[src/hdl/bcdalu_pkg.sv]
// ----------------------------------------------------------------------------
// bcdalu_pkg
// Types and constants shared by the BCD/binary add-subtract unit.
// ----------------------------------------------------------------------------
package bcdalu_pkg;

  localparam int unsigned DATA_W   = 16;
  localparam int unsigned BYTE_W   = 8;
  localparam int unsigned STATUS_W = 9;

  // status word bit positions
  localparam int unsigned ST_C = 0;
  localparam int unsigned ST_Z = 1;
  localparam int unsigned ST_D = 3;
  localparam int unsigned ST_V = 6;
  localparam int unsigned ST_N = 7;

  // status bits carried through unchanged
  localparam logic [STATUS_W-1:0] ST_PASS_MASK = 9'h13c;

  typedef struct packed {
    logic [DATA_W-1:0]   operand_a;
    logic [DATA_W-1:0]   operand_b;
    logic [STATUS_W-1:0] status_in;
    logic                subtract;
    logic                wide;
  } in_item_t;

  typedef struct packed {
    logic [DATA_W-1:0]   result;
    logic [STATUS_W-1:0] status_out;
  } out_item_t;

  typedef struct packed {
    logic [BYTE_W-1:0]   sum;
    logic [STATUS_W-1:0] status;
  } step_res_t;

endpackage

[src/hdl/bcdalu_byte_step.sv]
// ----------------------------------------------------------------------------
// bcdalu_byte_step
// One byte of add/subtract, binary or nibble-corrected BCD, with flags.
// ----------------------------------------------------------------------------
module bcdalu_byte_step (
  input  logic [7:0]              a,
  input  logic [7:0]              b,
  input  logic [8:0]              st,
  input  logic                    sub,
  output bcdalu_pkg::step_res_t   res
);

  logic [7:0] bb;
  logic [8:0] bin_sum;
  logic [4:0] lo_raw;
  logic [4:0] lo_adj;
  logic [8:0] dec_raw;
  logic [9:0] dec_sum;
  logic [9:0] fin;
  logic       decimal;
  logic       ov;
  logic       carry;

  always_comb begin
    bb      = sub ? ~b : b;
    decimal = st[bcdalu_pkg::ST_D];
    bin_sum = {1'b0, a} + {1'b0, bb} + {8'd0, st[bcdalu_pkg::ST_C]};

    lo_raw = {1'b0, a[3:0]} + {1'b0, bb[3:0]} + {4'd0, st[bcdalu_pkg::ST_C]};
    lo_adj = lo_raw;
    if (sub) begin
      if (!lo_raw[4]) begin
        lo_adj = {1'b0, lo_raw[3:0] - 4'h6};
      end
    end else if (lo_raw >= 5'h0a) begin
      lo_adj = (lo_raw - 5'h0a) | 5'h10;
    end

    dec_raw = {1'b0, a[7:4], 4'h0} + {1'b0, bb[7:4], 4'h0} + {4'd0, lo_adj};
    dec_sum = {1'b0, dec_raw};
    if (sub) begin
      if (!dec_raw[8]) begin
        dec_sum = {2'b00, dec_raw[7:0] + 8'ha0};
      end
    end else if (dec_raw >= 9'h0a0) begin
      dec_sum = {1'b0, dec_raw} + 10'h060;
    end

    fin   = decimal ? dec_sum : {1'b0, bin_sum};
    ov    = decimal ? (dec_raw[8] ^ dec_raw[7]) : (bin_sum[7] ^ bb[7]);
    carry = decimal ? (dec_sum[9] | dec_sum[8]) : bin_sum[8];
    if (a[7] ^ bb[7]) begin
      ov = 1'b0;
    end

    res.sum                       = fin[7:0];
    res.status                    = st;
    res.status[bcdalu_pkg::ST_N]  = fin[7];
    res.status[bcdalu_pkg::ST_V]  = ov;
    res.status[bcdalu_pkg::ST_Z]  = (fin[7:0] == 8'h00);
    res.status[bcdalu_pkg::ST_C]  = carry;
  end

endmodule

[src/hdl/bcdalu_datapath.sv]
// ----------------------------------------------------------------------------
// bcdalu_datapath
// Width and mode selection: 8-bit step, chained 16-bit BCD, 16-bit binary.
// ----------------------------------------------------------------------------
module bcdalu_datapath (
  input  bcdalu_pkg::in_item_t  item,
  output bcdalu_pkg::out_item_t res
);

  bcdalu_pkg::step_res_t lo_res;
  bcdalu_pkg::step_res_t hi_res;

  logic [15:0] bb;
  logic [16:0] bin_sum;
  logic [15:0] word;
  logic [8:0]  st;
  logic        ov;
  logic        carry;

  bcdalu_byte_step u_lo (
    .a   (item.operand_a[7:0]),
    .b   (item.operand_b[7:0]),
    .st  (item.status_in),
    .sub (item.subtract),
    .res (lo_res)
  );

  bcdalu_byte_step u_hi (
    .a   (item.operand_a[15:8]),
    .b   (item.operand_b[15:8]),
    .st  (lo_res.status),
    .sub (item.subtract),
    .res (hi_res)
  );

  always_comb begin
    bb      = item.subtract ? ~item.operand_b : item.operand_b;
    bin_sum = {1'b0, item.operand_a} + {1'b0, bb}
              + {16'd0, item.status_in[bcdalu_pkg::ST_C]};
    if (item.status_in[bcdalu_pkg::ST_D]) begin
      word  = {hi_res.sum, lo_res.sum};
      ov    = hi_res.status[bcdalu_pkg::ST_V];
      carry = hi_res.status[bcdalu_pkg::ST_C];
    end else begin
      word  = bin_sum[15:0];
      ov    = bin_sum[15] ^ bb[15];
      carry = bin_sum[16];
    end
    if (item.operand_a[15] ^ bb[15]) begin
      ov = 1'b0;
    end

    st                      = item.status_in;
    st[bcdalu_pkg::ST_N]    = word[15];
    st[bcdalu_pkg::ST_V]    = ov;
    st[bcdalu_pkg::ST_Z]    = (word == 16'h0000);
    st[bcdalu_pkg::ST_C]    = carry;

    if (item.wide) begin
      res.result     = word;
      res.status_out = st;
    end else begin
      res.result     = {8'h00, lo_res.sum};
      res.status_out = lo_res.status;
    end
  end

endmodule

[src/hdl/bcd_binary_add_sub_alu_top.sv]
// ----------------------------------------------------------------------------
// bcd_binary_add_sub_alu_top
// ADC/SBC unit: binary or BCD add and subtract, 8 or 16 bits, with flags.
// ----------------------------------------------------------------------------
// Usage:
//   Raise start with an item on in_item; it is taken at that clock edge.
//   busy is held low, so an item may be issued in every cycle.
//   Each item yields one result on out_item, marked by out_valid for
//   exactly one cycle; the receiver must take it then.
//   Each accepted item passes the input register, then the result register,
//   before its result is shown on out_item and out_valid.
//   Throughput: 1 item per cycle, set by the single combinational pass
//   between the two registers (two chained byte steps in 16-bit BCD).
//   Results leave in issue order.
//   Reset (rst_n low, synchronous) drops any item in flight and clears
//   out_valid; no result appears for a dropped item.
//   There is no back-pressure on the result side.
// ----------------------------------------------------------------------------
module bcd_binary_add_sub_alu_top (
  input  logic                   clk,
  input  logic                   rst_n,
  input  logic                   start,
  output logic                   busy,
  input  bcdalu_pkg::in_item_t   in_item,
  output logic                   out_valid,
  output bcdalu_pkg::out_item_t  out_item
);

  logic                  stg_vld_r;
  logic                  stg_vld_nxt;
  bcdalu_pkg::in_item_t  stg_r;
  logic                  out_vld_r;
  bcdalu_pkg::out_item_t out_r;
  bcdalu_pkg::out_item_t out_nxt;

  assign busy        = 1'b0;
  assign stg_vld_nxt = start & ~busy;

  always_ff @(posedge clk) begin
    if (!rst_n) begin
      stg_vld_r <= 1'b0;
      out_vld_r <= 1'b0;
    end else begin
      stg_vld_r <= stg_vld_nxt;
      out_vld_r <= stg_vld_r;
    end
  end

  always_ff @(posedge clk) begin
    if (stg_vld_nxt) begin
      stg_r <= in_item;
    end
    if (stg_vld_r) begin
      out_r <= out_nxt;
    end
  end

  bcdalu_datapath u_datapath (
    .item (stg_r),
    .res  (out_nxt)
  );

  assign out_valid = out_vld_r;
  assign out_item  = out_r;

`ifndef SYNTH
  a_latency: assert property (@(posedge clk) disable iff (!rst_n)
    (start && !busy) |=> ##1 out_valid)
    else $error("item accepted without a result two cycles later");

  a_narrow_upper_zero: assert property (@(posedge clk) disable iff (!rst_n)
    (stg_vld_r && !stg_r.wide) |=> (out_item.result[15:8] == 8'h00))
    else $error("8-bit result has non-zero upper byte");

  a_status_pass: assert property (@(posedge clk) disable iff (!rst_n)
    stg_vld_r |=> ((out_item.status_out & bcdalu_pkg::ST_PASS_MASK)
                  == ($past(stg_r.status_in) & bcdalu_pkg::ST_PASS_MASK)))
    else $error("pass-through status bits altered");

  a_zero_flag: assert property (@(posedge clk) disable iff (!rst_n)
    out_valid |-> (out_item.status_out[bcdalu_pkg::ST_Z]
                   == (out_item.result == 16'h0000)))
    else $error("Z flag disagrees with result");
`endif

endmodule

[config.mk]
export PLATFORM = sky130hd
export DESIGN_NAME = bcd_binary_add_sub_alu_top
export DESIGN_NICKNAME = d
export VERILOG_FILES = /design/src/hdl/bcdalu_pkg.sv /design/src/hdl/bcdalu_byte_step.sv /design/src/hdl/bcdalu_datapath.sv /design/src/hdl/bcd_binary_add_sub_alu_top.sv
export SDC_FILE = /design/constraint.sdc
export NUM_CORES = 1
export LEC_CHECK = 0
export ABC_CLOCK_PERIOD_IN_PS = 20200
export BUFFER_PORTS_ARGS = -buffer_cell sky130_fd_sc_hd__buf_2
export CAP_MARGIN = 20
export CORE_UTILIZATION = 55
export DETAILED_ROUTE_END_ITERATION = 6
export PLACE_DENSITY = 0.83
export SYNTH_ARGS = -nofsm -noshare
export SYNTH_HDL_FRONTEND = slang
export SYNTH_SLANG_ARGS = --single-unit
export TNS_END_PERCENT = 10
[constraint.sdc]
create_clock -name clk -period 20.2 [get_ports clk]
set_clock_uncertainty 0.05 [all_clocks]
set_input_delay 2.02 -clock clk [delete_from_list [all_inputs] [get_ports clk]]
set_output_delay 2.02 -clock clk [all_outputs]
set_load 0.01 [all_outputs]
* Word-level counts from Yosys, hierarchy flattened
Index checks and enable logic that the tools add are counted.
Operators by class: bitwise gates (word level) 12, add/subtract/negate cells 20, reduce and logical (&&, ||, !) cells 2, muxes and demuxes 25, $lt $le $gt $ge 4
Operators by type and width (count):
- 10-bit two-way mux | 4
- 16-bit two-way mux | 2
- 5-bit two-way mux | 6
- 8-bit by 8-bit adder with 9-bit output | 3
- 8-bit two-way mux | 3
- 9-bit by 7-bit adder with 10-bit output, second input constant | 2
- 9-bit by 5-bit adder with 9-bit output | 2
- 9-bit by 8-bit greater-or-equal comparator with 1-bit output, second input constant | 2
- 9-bit two-way mux | 2
- 16-bit by 16-bit adder with 17-bit output | 1
- 17-bit by 1-bit adder with 17-bit output | 1
- 17-bit two-way mux | 1
- 8-bit adder, second input constant | 2
- 16-bit logical NOT | 1
- 16-bit NOT | 1
- 8-bit NOT | 2
- 4-bit by 4-bit adder with 5-bit output | 2
- 5-bit by 1-bit adder with 5-bit output | 2
- 5-bit by 4-bit greater-or-equal comparator with 1-bit output, second input constant | 2
- 9-bit by 1-bit adder with 9-bit output | 1
- 8-bit logical NOT | 1
- 4-bit by 3-bit subtractor with 4-bit output, second input constant | 2
- 4-bit subtractor, second input constant | 2
- 1-bit two-way mux | 7
- 2 further kinds | 9
Word-level totals: input bits 46, register bits after elaboration 70, output and inout port bits 27

* Longest topological paths before layout
Gate-level depths: netlist (run 1).
depth after elaboration 24, gate-level depth with buffers 49, mapped depth without buffers 44

* Cells and area by module
A second synthesis (run 1) with hierarchy kept.
Unflattened totals: cells, all modules 631, area, all modules 6132.1 um^2
Modules (own cells, without submodules):
- bcd_binary_add_sub_alu_top | area an instance 2105.8 um^2, cells an instance 74, instances 1
- bcdalu_datapath | area an instance 1411.4 um^2, cells an instance 201, instances 1
- bcdalu_byte_step at u_datapath.u_hi | area an instance 1318.8 um^2, cells an instance 178, instances 1
- bcdalu_byte_step at u_datapath.u_lo | area an instance 1296.2 um^2, cells an instance 178, instances 1

* Worst setup path after synthesis (run 1)
OpenSTA, ideal clock, no wires.
path type reg2reg, from reg stg_r[1] (netlist bit), to reg out_r, in the netlist out_item[1], data pin, cell stages (with the launch flop) 49, setup slack 9.991 ns, arrival time 9.969 ns, path buffers 5, clock period less this slack 10.209 ns, cell sequence edfxtp_1 > buf_2 > buf_4 > buf_4 > clkbuf_1 > clkbuf_1 > xnor2_1 > fa_1 > inv_1 > fa_1 > inv_1 > ha_1 > inv_1 > a31oi_2 > nor3_1 > nor2_1 > fa_1 > inv_1 > (+13 left out) > xnor2_4 > ha_1 > a211oi_2 > a21oi_1 > fa_1 > inv_1 > ha_1 > inv_1 > fa_1 > inv_1 > or4_1 > or4_1 > o31ai_1 > a311o_2 > o21ai_2 > mux2_4 > nand4_2 > a2111oi_2
RTL lines:
- start: declaration | RTL line bcd_binary_add_sub_alu_top.sv:31 | bcdalu_pkg::in_item_t stg_r;
- start signal: assignment | RTL line bcd_binary_add_sub_alu_top.sv:51 | stg_r <= in_item;
- end signal: assignment | RTL line bcd_binary_add_sub_alu_top.sv:54 | out_r <= out_nxt;
- end: declaration | RTL line bcd_binary_add_sub_alu_top.sv:33 | bcdalu_pkg::out_item_t out_r;

==> flow_summary.json, run 1 <==
{
  "max_stage_delay_ps": 540,
  "root_buffer": "clkbuf_8",
  "layout.nets": 594,
  "ctsHoldBuffers": 0,
  "power.total_mw": 0.6039,
  "clk_path_buf_depth": 2,
  "cts_resized": 0,
  "path_clk_slew_ps": 80,
  "wl_mm": 8.851,
  "synth-edff-count": 65,
  "netlist_area_mm2": 0.004682,
  "r2r_end": "out_item[1]",
  "initial_core_util_pct": 56.98,
  "finalCritPeriodShare_pct": 52.92,
  "drtIter0Drc": 173,
  "syn_avg_cell_area_um2": 10.74,
  "rr_startpoint": "stg_r[1]",
  "worst_setup_path_end_kind": "flop",
  "irDropWorstVdd_mv": 0.05788,
  "path_common_cell": "inv_1",
  "use_met3_pct": 3.236,
  "leakage_nw": 2.207,
  "ys.flop_type": "edfxtp_1",
  "ff2ff_setup_slack_ps": 9510,
  "hpwl_mm": 6.577,
  "num_io_pins": 73,
  "hold_viol_final": 0,
  "grt.total_usage_pct": 21.78,
  "gp_congestion": 0.8798,
  "h-tree-depth": 3,
  "holdPathStages": 0,
  "fmax_mhz": 93.55,
  "hold-path-endpoint": "out_item[5]",
  "met1_usage_pct": 28.12,
  "n_antenna_cell": 0,
  "cts_setup_buffers": 0,
  "n_fill_cell": 659,
  "port_buffers": 68,
  "gr-total-overflow": 0,
  "slew_violations": 0,
  "syn_nets": 529,
  "worstSetupPathType": "reg2reg",
  "setup_tns_ps": 0,
  "die_area_mm2": 0.008886,
  "finalSetupViolCount": 0,
  "min_from": "stg_r[7]",
  "synth-seq-area-share_pct": 42.54,
  "die_h_um": 94.27,
  "grt_pass1_wl_mm": 14.66,
  "synth_cells": 436,
  "rsz0062_at_grt": "false",
  "synth_warnings": 0,
  "p_per_area_mw_per_mm2": 114.5,
  "min_path_type": "reg2reg",
  "clock-sinks": 67,
  "wl_per_cell_um": 14.49,
  "vias": 3348,
  "die_x_um": 94.27,
  "drtPass1Iterations": 4,
  "r2r_cells": 44,
  "grt_use_met2_pct": 35.81,
  "grt_max_degree": 48,
  "num_rows": 33,
  "startpoint_type": "flop",
  "worstPathRequired_ps": 20300,
  "core_area_mm2": 0.008217,
  "slew_headroom_pct": 32.07,
  "insertion_delay_ps": 350,
  "busiest_layer": "met2",
  "critPathArrivalTime_ps": 10790,
  "drc": 0,
  "drive_above_1_share_pct": 22.13,
  "synth-seq-cells": 67,
  "min_period_ps": 10690,
  "cts_buffers": 9,
  "run_status": "finished, final reports clean",
  "startpoint": "stg_r[1]",
  "via_per_inst": 5.480,
  "crit_slowest_cell": "or4_1",
  "antenna_left": 0,
  "grt_pass1_vias": 3160,
  "post_dp_cell_area_mm2": 0.005066,
  "grt_antenna_before_repair": 0,
  "crit_path_max_fanout": 47,
  "area_growth_pct": 12.61,
  "final_cell_area_mm2": 0.005273,
  "synth_cell_types": 71,
  "worst_pin_slew_ps": 1018,
  "maxCapViolations": 0,
  "cts_tree": "done",
  "async_reset_ff_share_pct": 0
}
[cells in the final DEF (no fill, tap or decap), types with 4 or more instances in the layout]
master    Yosys  routed
a21o_1        5       5
a21oi_1      29      29
a31oi_1       4       4
and2_1        7       7
buf_2         4      68
clkbuf_8      0       9
edfxtp_1     65      65
fa_1         12      12
ha_1         35      35
inv_1        46      46
mux2i_1       5       5
nand2_1      28      28
nand2b_1      5       5
nor2_1       31      31
nor3_1        7       7
o211ai_1      5       5
o21ai_0      21      21
or3_1         4       4
xnor2_1      16      16
xor2_1       22      22
[registers in the layout, indices dropped and copies added, names as in the netlist]
name,count
stg_vld_r,1
out_item,25
stg_r,40
out_valid,1
[layer usage]
layer	vias to the layer above	routed length (um)
li1	1685	-
met1	1553	4070
met2	89	4140
met3	21	385
met4	0	255
met5	-	0
[cell families after synthesis]
kind of cell / Yosys count / synth area share, %
fa+ha+maj: 47 / 14.48
simple gates: 106 / 11.44
compound gates: 102 / 14.89
buf+inv: 62 / 5.879
other cells: 1 / 0.08009
xor+xnor: 40 / 8.044
flops: 67 / 42.54
mux: 11 / 2.645
[where the power goes]
part / internal (mW) / leakage (nW) / switching, mW / total (mW)
logic: 0.125 / 1.47 / 0.182 / 0.308
clock network: 0.0591 / 0.0988 / 0.0585 / 0.118
registers: 0.173 / 0.635 / 0.00557 / 0.179
total: 0.358 / 2.21 / 0.246 / 0.604
[stage by stage]
step,hold slack [ps],setup WS (ps),std cells,utilization [%]
5_1_grt,383.1,8832,611,64.17
4_1_cts,376.4,9541,611,64.17
2_1_floorplan,350.3,9991,436,-
6_report,372.9,9511,611,64.17
3_3_place_gp,350.5,9818,595,61.66
3_5_place_dp,356.2,9565,595,61.66
[Yosys cell counts, types with 3 or more instances]
cell type / n / area share [%]
mux2i_1: 5 / 1.1
inv_1: 46 / 3.7
ha_1: 35 / 9.4
nor2b_1: 3 / 0.40
a21oi_2: 3 / 0.56
o21ai_0: 21 / 2.2
o31ai_1: 3 / 0.48
fa_1: 12 / 5.1
a211oi_2: 3 / 0.80
or4_1: 3 / 0.48
nor3_1: 7 / 0.75
or3_1: 4 / 0.53
buf_6: 3 / 0.72
xnor2_1: 16 / 3.0
nand2_1: 28 / 2.2
clkbuf_1: 5 / 0.40
mux2_2: 3 / 0.72
a21oi_1: 29 / 3.1
o211ai_1: 5 / 0.80
buf_4: 4 / 0.64
and2_1: 7 / 0.94
xor2_1: 22 / 4.1
o2111ai_1: 3 / 0.56
nand2b_1: 5 / 0.67
nor2_1: 31 / 2.5
edfxtp_1: 65 / 42
a31oi_1: 4 / 0.53
a21o_1: 5 / 0.80
buf_2: 4 / 0.43
[area by class of cell]
class / count / area, um^2 / area share, %
multi-input cells: 307 / 2415 / 45.80
clock inverters: 7 / 82.58 / 1.566
clock buffers: 9 / 123.9 / 2.349
well taps: 105 / 131.4 / 2.492
flip-flops and latches: 67 / 1992 / 37.78
repair buffers: 70 / 355.3 / 6.739
inverters: 46 / 172.7 / 3.275
[worst max-delay path by stage]
| stage | to | slack (ps) | cells after the start |
|---|---|---|---|
| after global routing | out_item[1] | 8830 | 44 |
| after detailed placement | out_item[1] | 9570 | 44 |
| after CTS | out_item[1] | 9540 | 44 |
| after global placement | out_item[1] | 9820 | 44 |
| after floorplan | out_item[1] | 9990 | 48 |
| final | out_item[1] | 9510 | 44 |
[worst max-delay path: cells and delay by family, from the launching register on]
family                     cells  cell delay [ps]
muxes                          1              230
xor gates and xnor gates       4             1220
DFF                            1              330
and+or+nand+nor                5             1270
adders and majority gates     12             3560
AOI/OAI and AO/OA             13             2680
buffers and inverters          9             1130
Note: power is estimated with default switching activity, not from simulation.
==> run 2: changes to the inputs <==
--- a/config.mk
+++ b/config.mk
@@ -5,12 +5,12 @@
 export SDC_FILE = /design/constraint.sdc
 export NUM_CORES = 1
 export LEC_CHECK = 0
-export ABC_CLOCK_PERIOD_IN_PS = 20200
+export ABC_CLOCK_PERIOD_IN_PS = 9820
 export BUFFER_PORTS_ARGS = -buffer_cell sky130_fd_sc_hd__buf_2
 export CAP_MARGIN = 20
-export CORE_UTILIZATION = 55
+export CORE_UTILIZATION = 52
 export DETAILED_ROUTE_END_ITERATION = 6
-export PLACE_DENSITY = 0.83
+export PLACE_DENSITY = 0.82
 export SYNTH_ARGS = -nofsm -noshare
 export SYNTH_HDL_FRONTEND = slang
 export SYNTH_SLANG_ARGS = --single-unit
==> constraint.sdc (replaced) <==
create_clock -name clk -period 9.82 [get_ports clk]
set_clock_uncertainty 0.05 [all_clocks]
set_input_delay 0.982 -clock clk [delete_from_list [all_inputs] [get_ports clk]]
set_output_delay 0.982 -clock clk [all_outputs]
set_load 0.01 [all_outputs]
==> run 2 against run 1 <==
Against the previous run: final area increased by 5.0%; maximum frequency is 12% higher; combinational power rose by 130%; worst setup slack worse by 9200 ps; sequential share of layout area down 1.8 points; utilization down 0.68 points; clock power is 110% higher; register-to-register slack got worse by 9200 ps; cell count increased by 2.5%; routed wire length is 5.0% higher; critical endpoint unchanged.
==> flow_summary.json, run 2 (synthesis gave the netlist of run 1 again) <==
{
  "run_status": "finished, final reports clean",
  "worst_setup_path_end_kind": "flop",
  "path_common_cell": "fa_2",
  "setup_tns_ps": 0,
  "final_common_cell": "buf_2",
  "gp_congestion": 0.8685,
  "maxCapViolations": 0,
  "die_h_um": 96.89,
  "port_buffers": 68,
  "h-tree-depth": 3,
  "drc": 0,
  "min_path_type": "reg2reg",
  "num_rows": 34,
  "layout_setup_ws_ps": 306.2,
  "dp.cells": 605,
  "mostFrequentLayoutCells": "buf_2 (68), edfxtp_1 (65), inv_1 (41), ha_1 (32), nor2_1 (30)",
  "insertion_delay_ps": 350,
  "root_buffer": "clkbuf_8",
  "fmax_mhz": 105.1,
  "die_area_mm2": 0.009388,
  "grt_pass1_wl_mm": 15.39,
  "antenna_left": 0,
  "finalSetupViolCount": 0,
  "min_period_ps": 9514,
  "via_per_inst": 5.492,
  "clock-sinks": 67,
  "layout.nets": 606,
  "initial_core_util_pct": 53.69,
  "vias": 3438,
  "finalNonFillerCells": 626,
  "grt_pass1_vias": 3232,
  "leakage_nw": 2.301,
  "ctsHoldBuffers": 0,
  "max_stage_delay_ps": 610,
  "die_x_um": 96.89,
  "dpl_worst_slack_ps": -170.1,
  "slew_headroom_pct": 32.85,
  "finalCritPeriodShare_pct": 96.88,
  "gr-total-overflow": 0,
  "num_io_pins": 73,
  "worstPathRequired_ps": 9930,
  "grt_antenna_before_repair": 0,
  "n_antenna_cell": 0,
  "worst_pin_slew_ps": 1006,
  "hold_viol_final": 0,
  "n_fill_cell": 660,
  "core_area_mm2": 0.008721,
  "p_per_area_mw_per_mm2": 241.9,
  "crit_path_max_fanout": 6,
  "worstSetupPathType": "reg2reg",
  "drtIter0Drc": 160,
  "critPathArrivalTime_ps": 9620,
  "irDropWorstVdd_mv": 0.1036,
  "startpoint_type": "flop",
  "drive_above_1_share_pct": 29.92,
  "whs_ps": 370.2,
  "drtPass1Iterations": 5,
  "cts_tree": "done",
  "clk_path_buf_depth": 2,
  "wl_per_cell_um": 14.85,
  "grt_max_degree": 42,
  "crit_slowest_cell": "fa_2",
  "hpwl_mm": 6.786,
  "slew_violations": 0,
  "utilization_pct": 63.49,
  "area_growth_pct": 18.25,
  "grt.total_usage_pct": 20.22,
  "largest_reg_flops": 40,
  "wl_mm": 9.295,
  "cts_buffers": 9,
  "path_clk_slew_ps": 70,
  "max_flop_register": "stg_r"
}
run 2: changes by cell type in the layout (fill, tap and decap cells not counted), sizes merged:
cell | previous run | this run
clkinv | 0 | 5
inv | 50 | 46
buf | 70 | 82
bufinv | 1 | 2
clkinvlp | 2 | 0
run 2: report_power, final:
| group | switching [mW] | total (mW) | internal [mW] |
|---|---|---|---|
| sequential | 0.0120 | 0.368 | 0.356 |
| clock | 0.109 | 0.251 | 0.142 |
| combinational | 0.413 | 0.720 | 0.306 |
| total | 0.534 | 1.34 | 0.805 |
run 2: per-stage QoR:
| stage | instance area [um^2] | total power [mW] |
|---|---|---|
| after global placement | 5130 | 0.9870 |
| after detailed placement | 5130 | 1.012 |
| final | 5537 | 1.339 |
| after global routing | 5537 | 1.441 |
| after floorplan | 4695 | 0.8652 |
| after CTS | 5366 | 1.277 |
run 2: repair_timing:
| action | 4_1_cts | 5_1_grt |
|---|---|---|
| resized for setup | 3 | 34 |
| buffers inserted | 0 | 5 |
| pin swaps | 0 | 16 |
| endpoints found under the setup margin | 1 | 6 |
run 2: layer usage:
layer | up-vias | part of all wire (%) | global-route usage (%)
li1 | 1700 | - | -
met1 | 1585 | 45 | 27.55
met2 | 129 | 48 | 32.02
met3 | 24 | 5.2 | 4.841
met4 | 0 | 1.8 | 6.200
met5 | - | 0 | 0
run 2: cell type report:
class	count	area [um^2]	share of cell area (%)
clock inverters	7	92.59	1.672
inverters	46	172.7	3.119
repair buffers	82	449.2	8.113
clock buffers	9	123.9	2.237
well taps	108	135.1	2.441
flip-flops and latches	67	1992	35.98
multi-input cells	307	2571	46.44
run 2: critical path: cells and delay by family, from the launching register on:
kind / cells / cell delay (ps)
multiplexers: 1 / 220
AO/OA/AOI/OAI: 11 / 2090
AND/OR/NAND/NOR: 5 / 1290
adder cells (fa/ha/maj): 13 / 4240
flip-flops: 1 / 480
buffers and inverters: 11 / 790
XOR/XNOR: 1 / 180
run 2: worst paths after layout:
| check | startpoint | endpoint | slack (ps) | depth (start not counted) |
|---|---|---|---|---|
| worst min-delay path | stg_r[10] | out_item[8] | 370 | 0 |
| worst min register to register | stg_r[10] | out_item[8] | 370 | 0 |
| worst max register to register | stg_r[1] | out_item[1] | 310 | 42 |
| worst max-delay path | stg_r[1] | out_item[1] | 310 | 42 |
==> run 3: changes to the inputs <==
--- a/config.mk
+++ b/config.mk
@@ -5,12 +5,12 @@
 export SDC_FILE = /design/constraint.sdc
 export NUM_CORES = 1
 export LEC_CHECK = 0
-export ABC_CLOCK_PERIOD_IN_PS = 9820
+export ABC_CLOCK_PERIOD_IN_PS = 9700
 export BUFFER_PORTS_ARGS = -buffer_cell sky130_fd_sc_hd__buf_2
 export CAP_MARGIN = 20
-export CORE_UTILIZATION = 52
+export CORE_UTILIZATION = 55
 export DETAILED_ROUTE_END_ITERATION = 6
-export PLACE_DENSITY = 0.82
+export PLACE_DENSITY = 0.83
 export SYNTH_ARGS = -nofsm -noshare
 export SYNTH_HDL_FRONTEND = slang
 export SYNTH_SLANG_ARGS = --single-unit
==> constraint.sdc (replaced) <==
create_clock -name clk -period 9.7 [get_ports clk]
set_clock_uncertainty 0.05 [all_clocks]
set_input_delay 0.97 -clock clk [delete_from_list [all_inputs] [get_ports clk]]
set_output_delay 0.97 -clock clk [all_outputs]
set_load 0.01 [all_outputs]
==> run 3 against run 2 <==
Against the previous run: clock power is essentially flat; sequential power grew 1%; critical path depth is the same; cell count is the same; critical path type unchanged; largest cell class unchanged; critical endpoint unchanged; via count shrank 0.84%; maximum frequency grew 1.8%; non-clock buffer count grew 3; sequential share of layout area is essentially flat; global-route usage grew 0.68 points.
==> flow_summary.json, run 3 (synthesis gave the netlist of run 1 again) <==
{
  "run_status": "finished, final reports clean",
  "max_stage_delay_ps": 560,
  "mostFrequentLayoutCells": "buf_2 (68), edfxtp_1 (65), inv_1 (41), nor2_1 (31), ha_1 (31)",
  "num_rows": 33,
  "antenna_left": 0,
  "crit_slowest_cell": "fa_2",
  "cts_tree": "done",
  "min_from": "stg_r[4]",
  "layout.nets": 609,
  "rr_startpoint": "stg_r[1]",
  "worstSetupPathType": "reg2reg",
  "fmax_mhz": 107.0,
  "finalNonFillerCells": 626,
  "port_buffers": 68,
  "min_period_ps": 9345,
  "slew_violations": 0,
  "wl_per_cell_um": 14.01,
  "whs_ps": 371.0,
  "die_area_mm2": 0.008886,
  "root_buffer": "clkbuf_8",
  "area_growth_pct": 18.31,
  "die_h_um": 94.27,
  "drc": 0,
  "startpoint_type": "flop",
  "ff2ff_setup_slack_ps": 360,
  "core_area_mm2": 0.008217,
  "via_per_inst": 5.446,
  "p_per_area_mw_per_mm2": 243.9,
  "crit_path_max_fanout": 6,
  "hpwl_mm": 6.592,
  "worst_pin_slew_ps": 1018,
  "hold-path-endpoint": "out_item[2]",
  "leakage_nw": 2.302,
  "worstPathRequired_ps": 9800,
  "grt_pass1_wl_mm": 14.12,
  "largest_reg_flops": 40,
  "grt.total_usage_pct": 20.90,
  "cts_buffers": 9,
  "r2r_end": "out_item[1]",
  "h-tree-depth": 3,
  "gp_congestion": 0.8649,
  "cp_top_family": "adder cells",
  "ctsHoldBuffers": 0,
  "grt_max_degree": 42,
  "utilization_pct": 67.41,
  "wl_mm": 8.772,
  "worst_setup_path_end_kind": "flop",
  "drtPass1Iterations": 5,
  "clock-sinks": 67,
  "initial_core_util_pct": 56.98,
  "n_fill_cell": 611,
  "holdPathStages": 0,
  "grt_pass1_vias": 3102,
  "maxCapViolations": 0,
  "grt_antenna_before_repair": 0,
  "irDropWorstVdd_mv": 0.1178,
  "finalSetupViolCount": 0,
  "max_flop_register": "stg_r",
  "gr-total-overflow": 0,
  "r2r_cells": 42,
  "hold_viol_final": 0,
  "clk_path_buf_depth": 2,
  "drive_above_1_share_pct": 29.17,
  "drtIter0Drc": 188,
  "setup_tns_ps": 0,
  "critPathArrivalTime_ps": 9440,
  "vias": 3409,
  "slew_headroom_pct": 32.02,
  "num_io_pins": 73,
  "path_buf_inv": 11,
  "power.total_mw": 1.351,
  "finalCritPeriodShare_pct": 96.34,
  "path_clk_slew_ps": 80,
  "final_common_cell": "buf_2",
  "min_path_type": "reg2reg",
  "n_antenna_cell": 0,
  "die_x_um": 94.27,
  "dp.cells": 604,
  "insertion_delay_ps": 340
}
-- run 3: cell types whose count changed in the layout (fill, tap and decap cells not counted), sizes merged --
cell and delta:
inv +1, clkinv -3, clkbuf +1, clkinvlp +1, buf +3
-- run 3: layer usage --
metal  vias up  track usage, %  part of all wire, %
met3        20           4.288                  5.4
met5         -               0                    0
met2       116           33.45                   47
met4         0           7.821                  2.1
li1       1713               -                    -
met1      1560           27.85                   46
-- run 3: report_power, final --
group          internal [mW]  switching, mW  leakage (nW)
sequential             0.361         0.0125         0.635
clock                  0.146          0.106         0.107
combinational          0.316          0.410          1.56
total                  0.822          0.529          2.30
-- run 3: worst register-to-register path, delay by kind of cell (launching register included) --
family	cells	cell delay, ps
compound gates	11	1890
xor+xnor	1	210
fa+ha+maj	13	4140
buf+inv	11	690
flops	1	470
mux	1	220
simple gates	5	1470
-- run 3: final cells by class --
type                       count  area, um^2  share of cell area [%]
clock buffer                  10       127.6                   2.304
inverter                      46       172.7                   3.117
timing repair buffer          85       467.9                   8.448
tap                          105       131.4                   2.372
multi-input combinational    307        2557                   46.17
clock inverter                 6       90.09                   1.626
sequential                    67        1992                   35.96
-- run 3: how the worst max path moves through the flow --
stage	cells past startpoint	to	from	slack, ps
4_1_cts	42	out_item[1]	stg_r[11]	10
6_report	42	out_item[1]	stg_r[1]	360
2_1_floorplan	48	out_item[1]	stg_r[1]	0.5
3_5_place_dp	41	out_item[1]	stg_r[11]	-110
5_1_grt	42	out_item[1]	stg_r[1]	-60
3_3_place_gp	41	out_item[1]	stg_r[11]	150
-- run 3: stage by stage --
step	setup slack, ps	area (um^2)
after global placement	152.5	5196
after floorplan	0.5409	4801
after detailed placement	-113.7	5196
after global routing	-56.36	5539
final	355.4	5539
after CTS	14.23	5429
-- run 3: what timing repair did --
| item | 4_1_cts | 5_1_grt |
|---|---|---|
| setup endpoints to repair | 1 | 6 |
| pin swaps | 1 | 10 |
| hold endpoints to repair | 0 | 0 |
| gates resized for setup | 1 | 11 |
| buffers inserted | 1 | 5 |
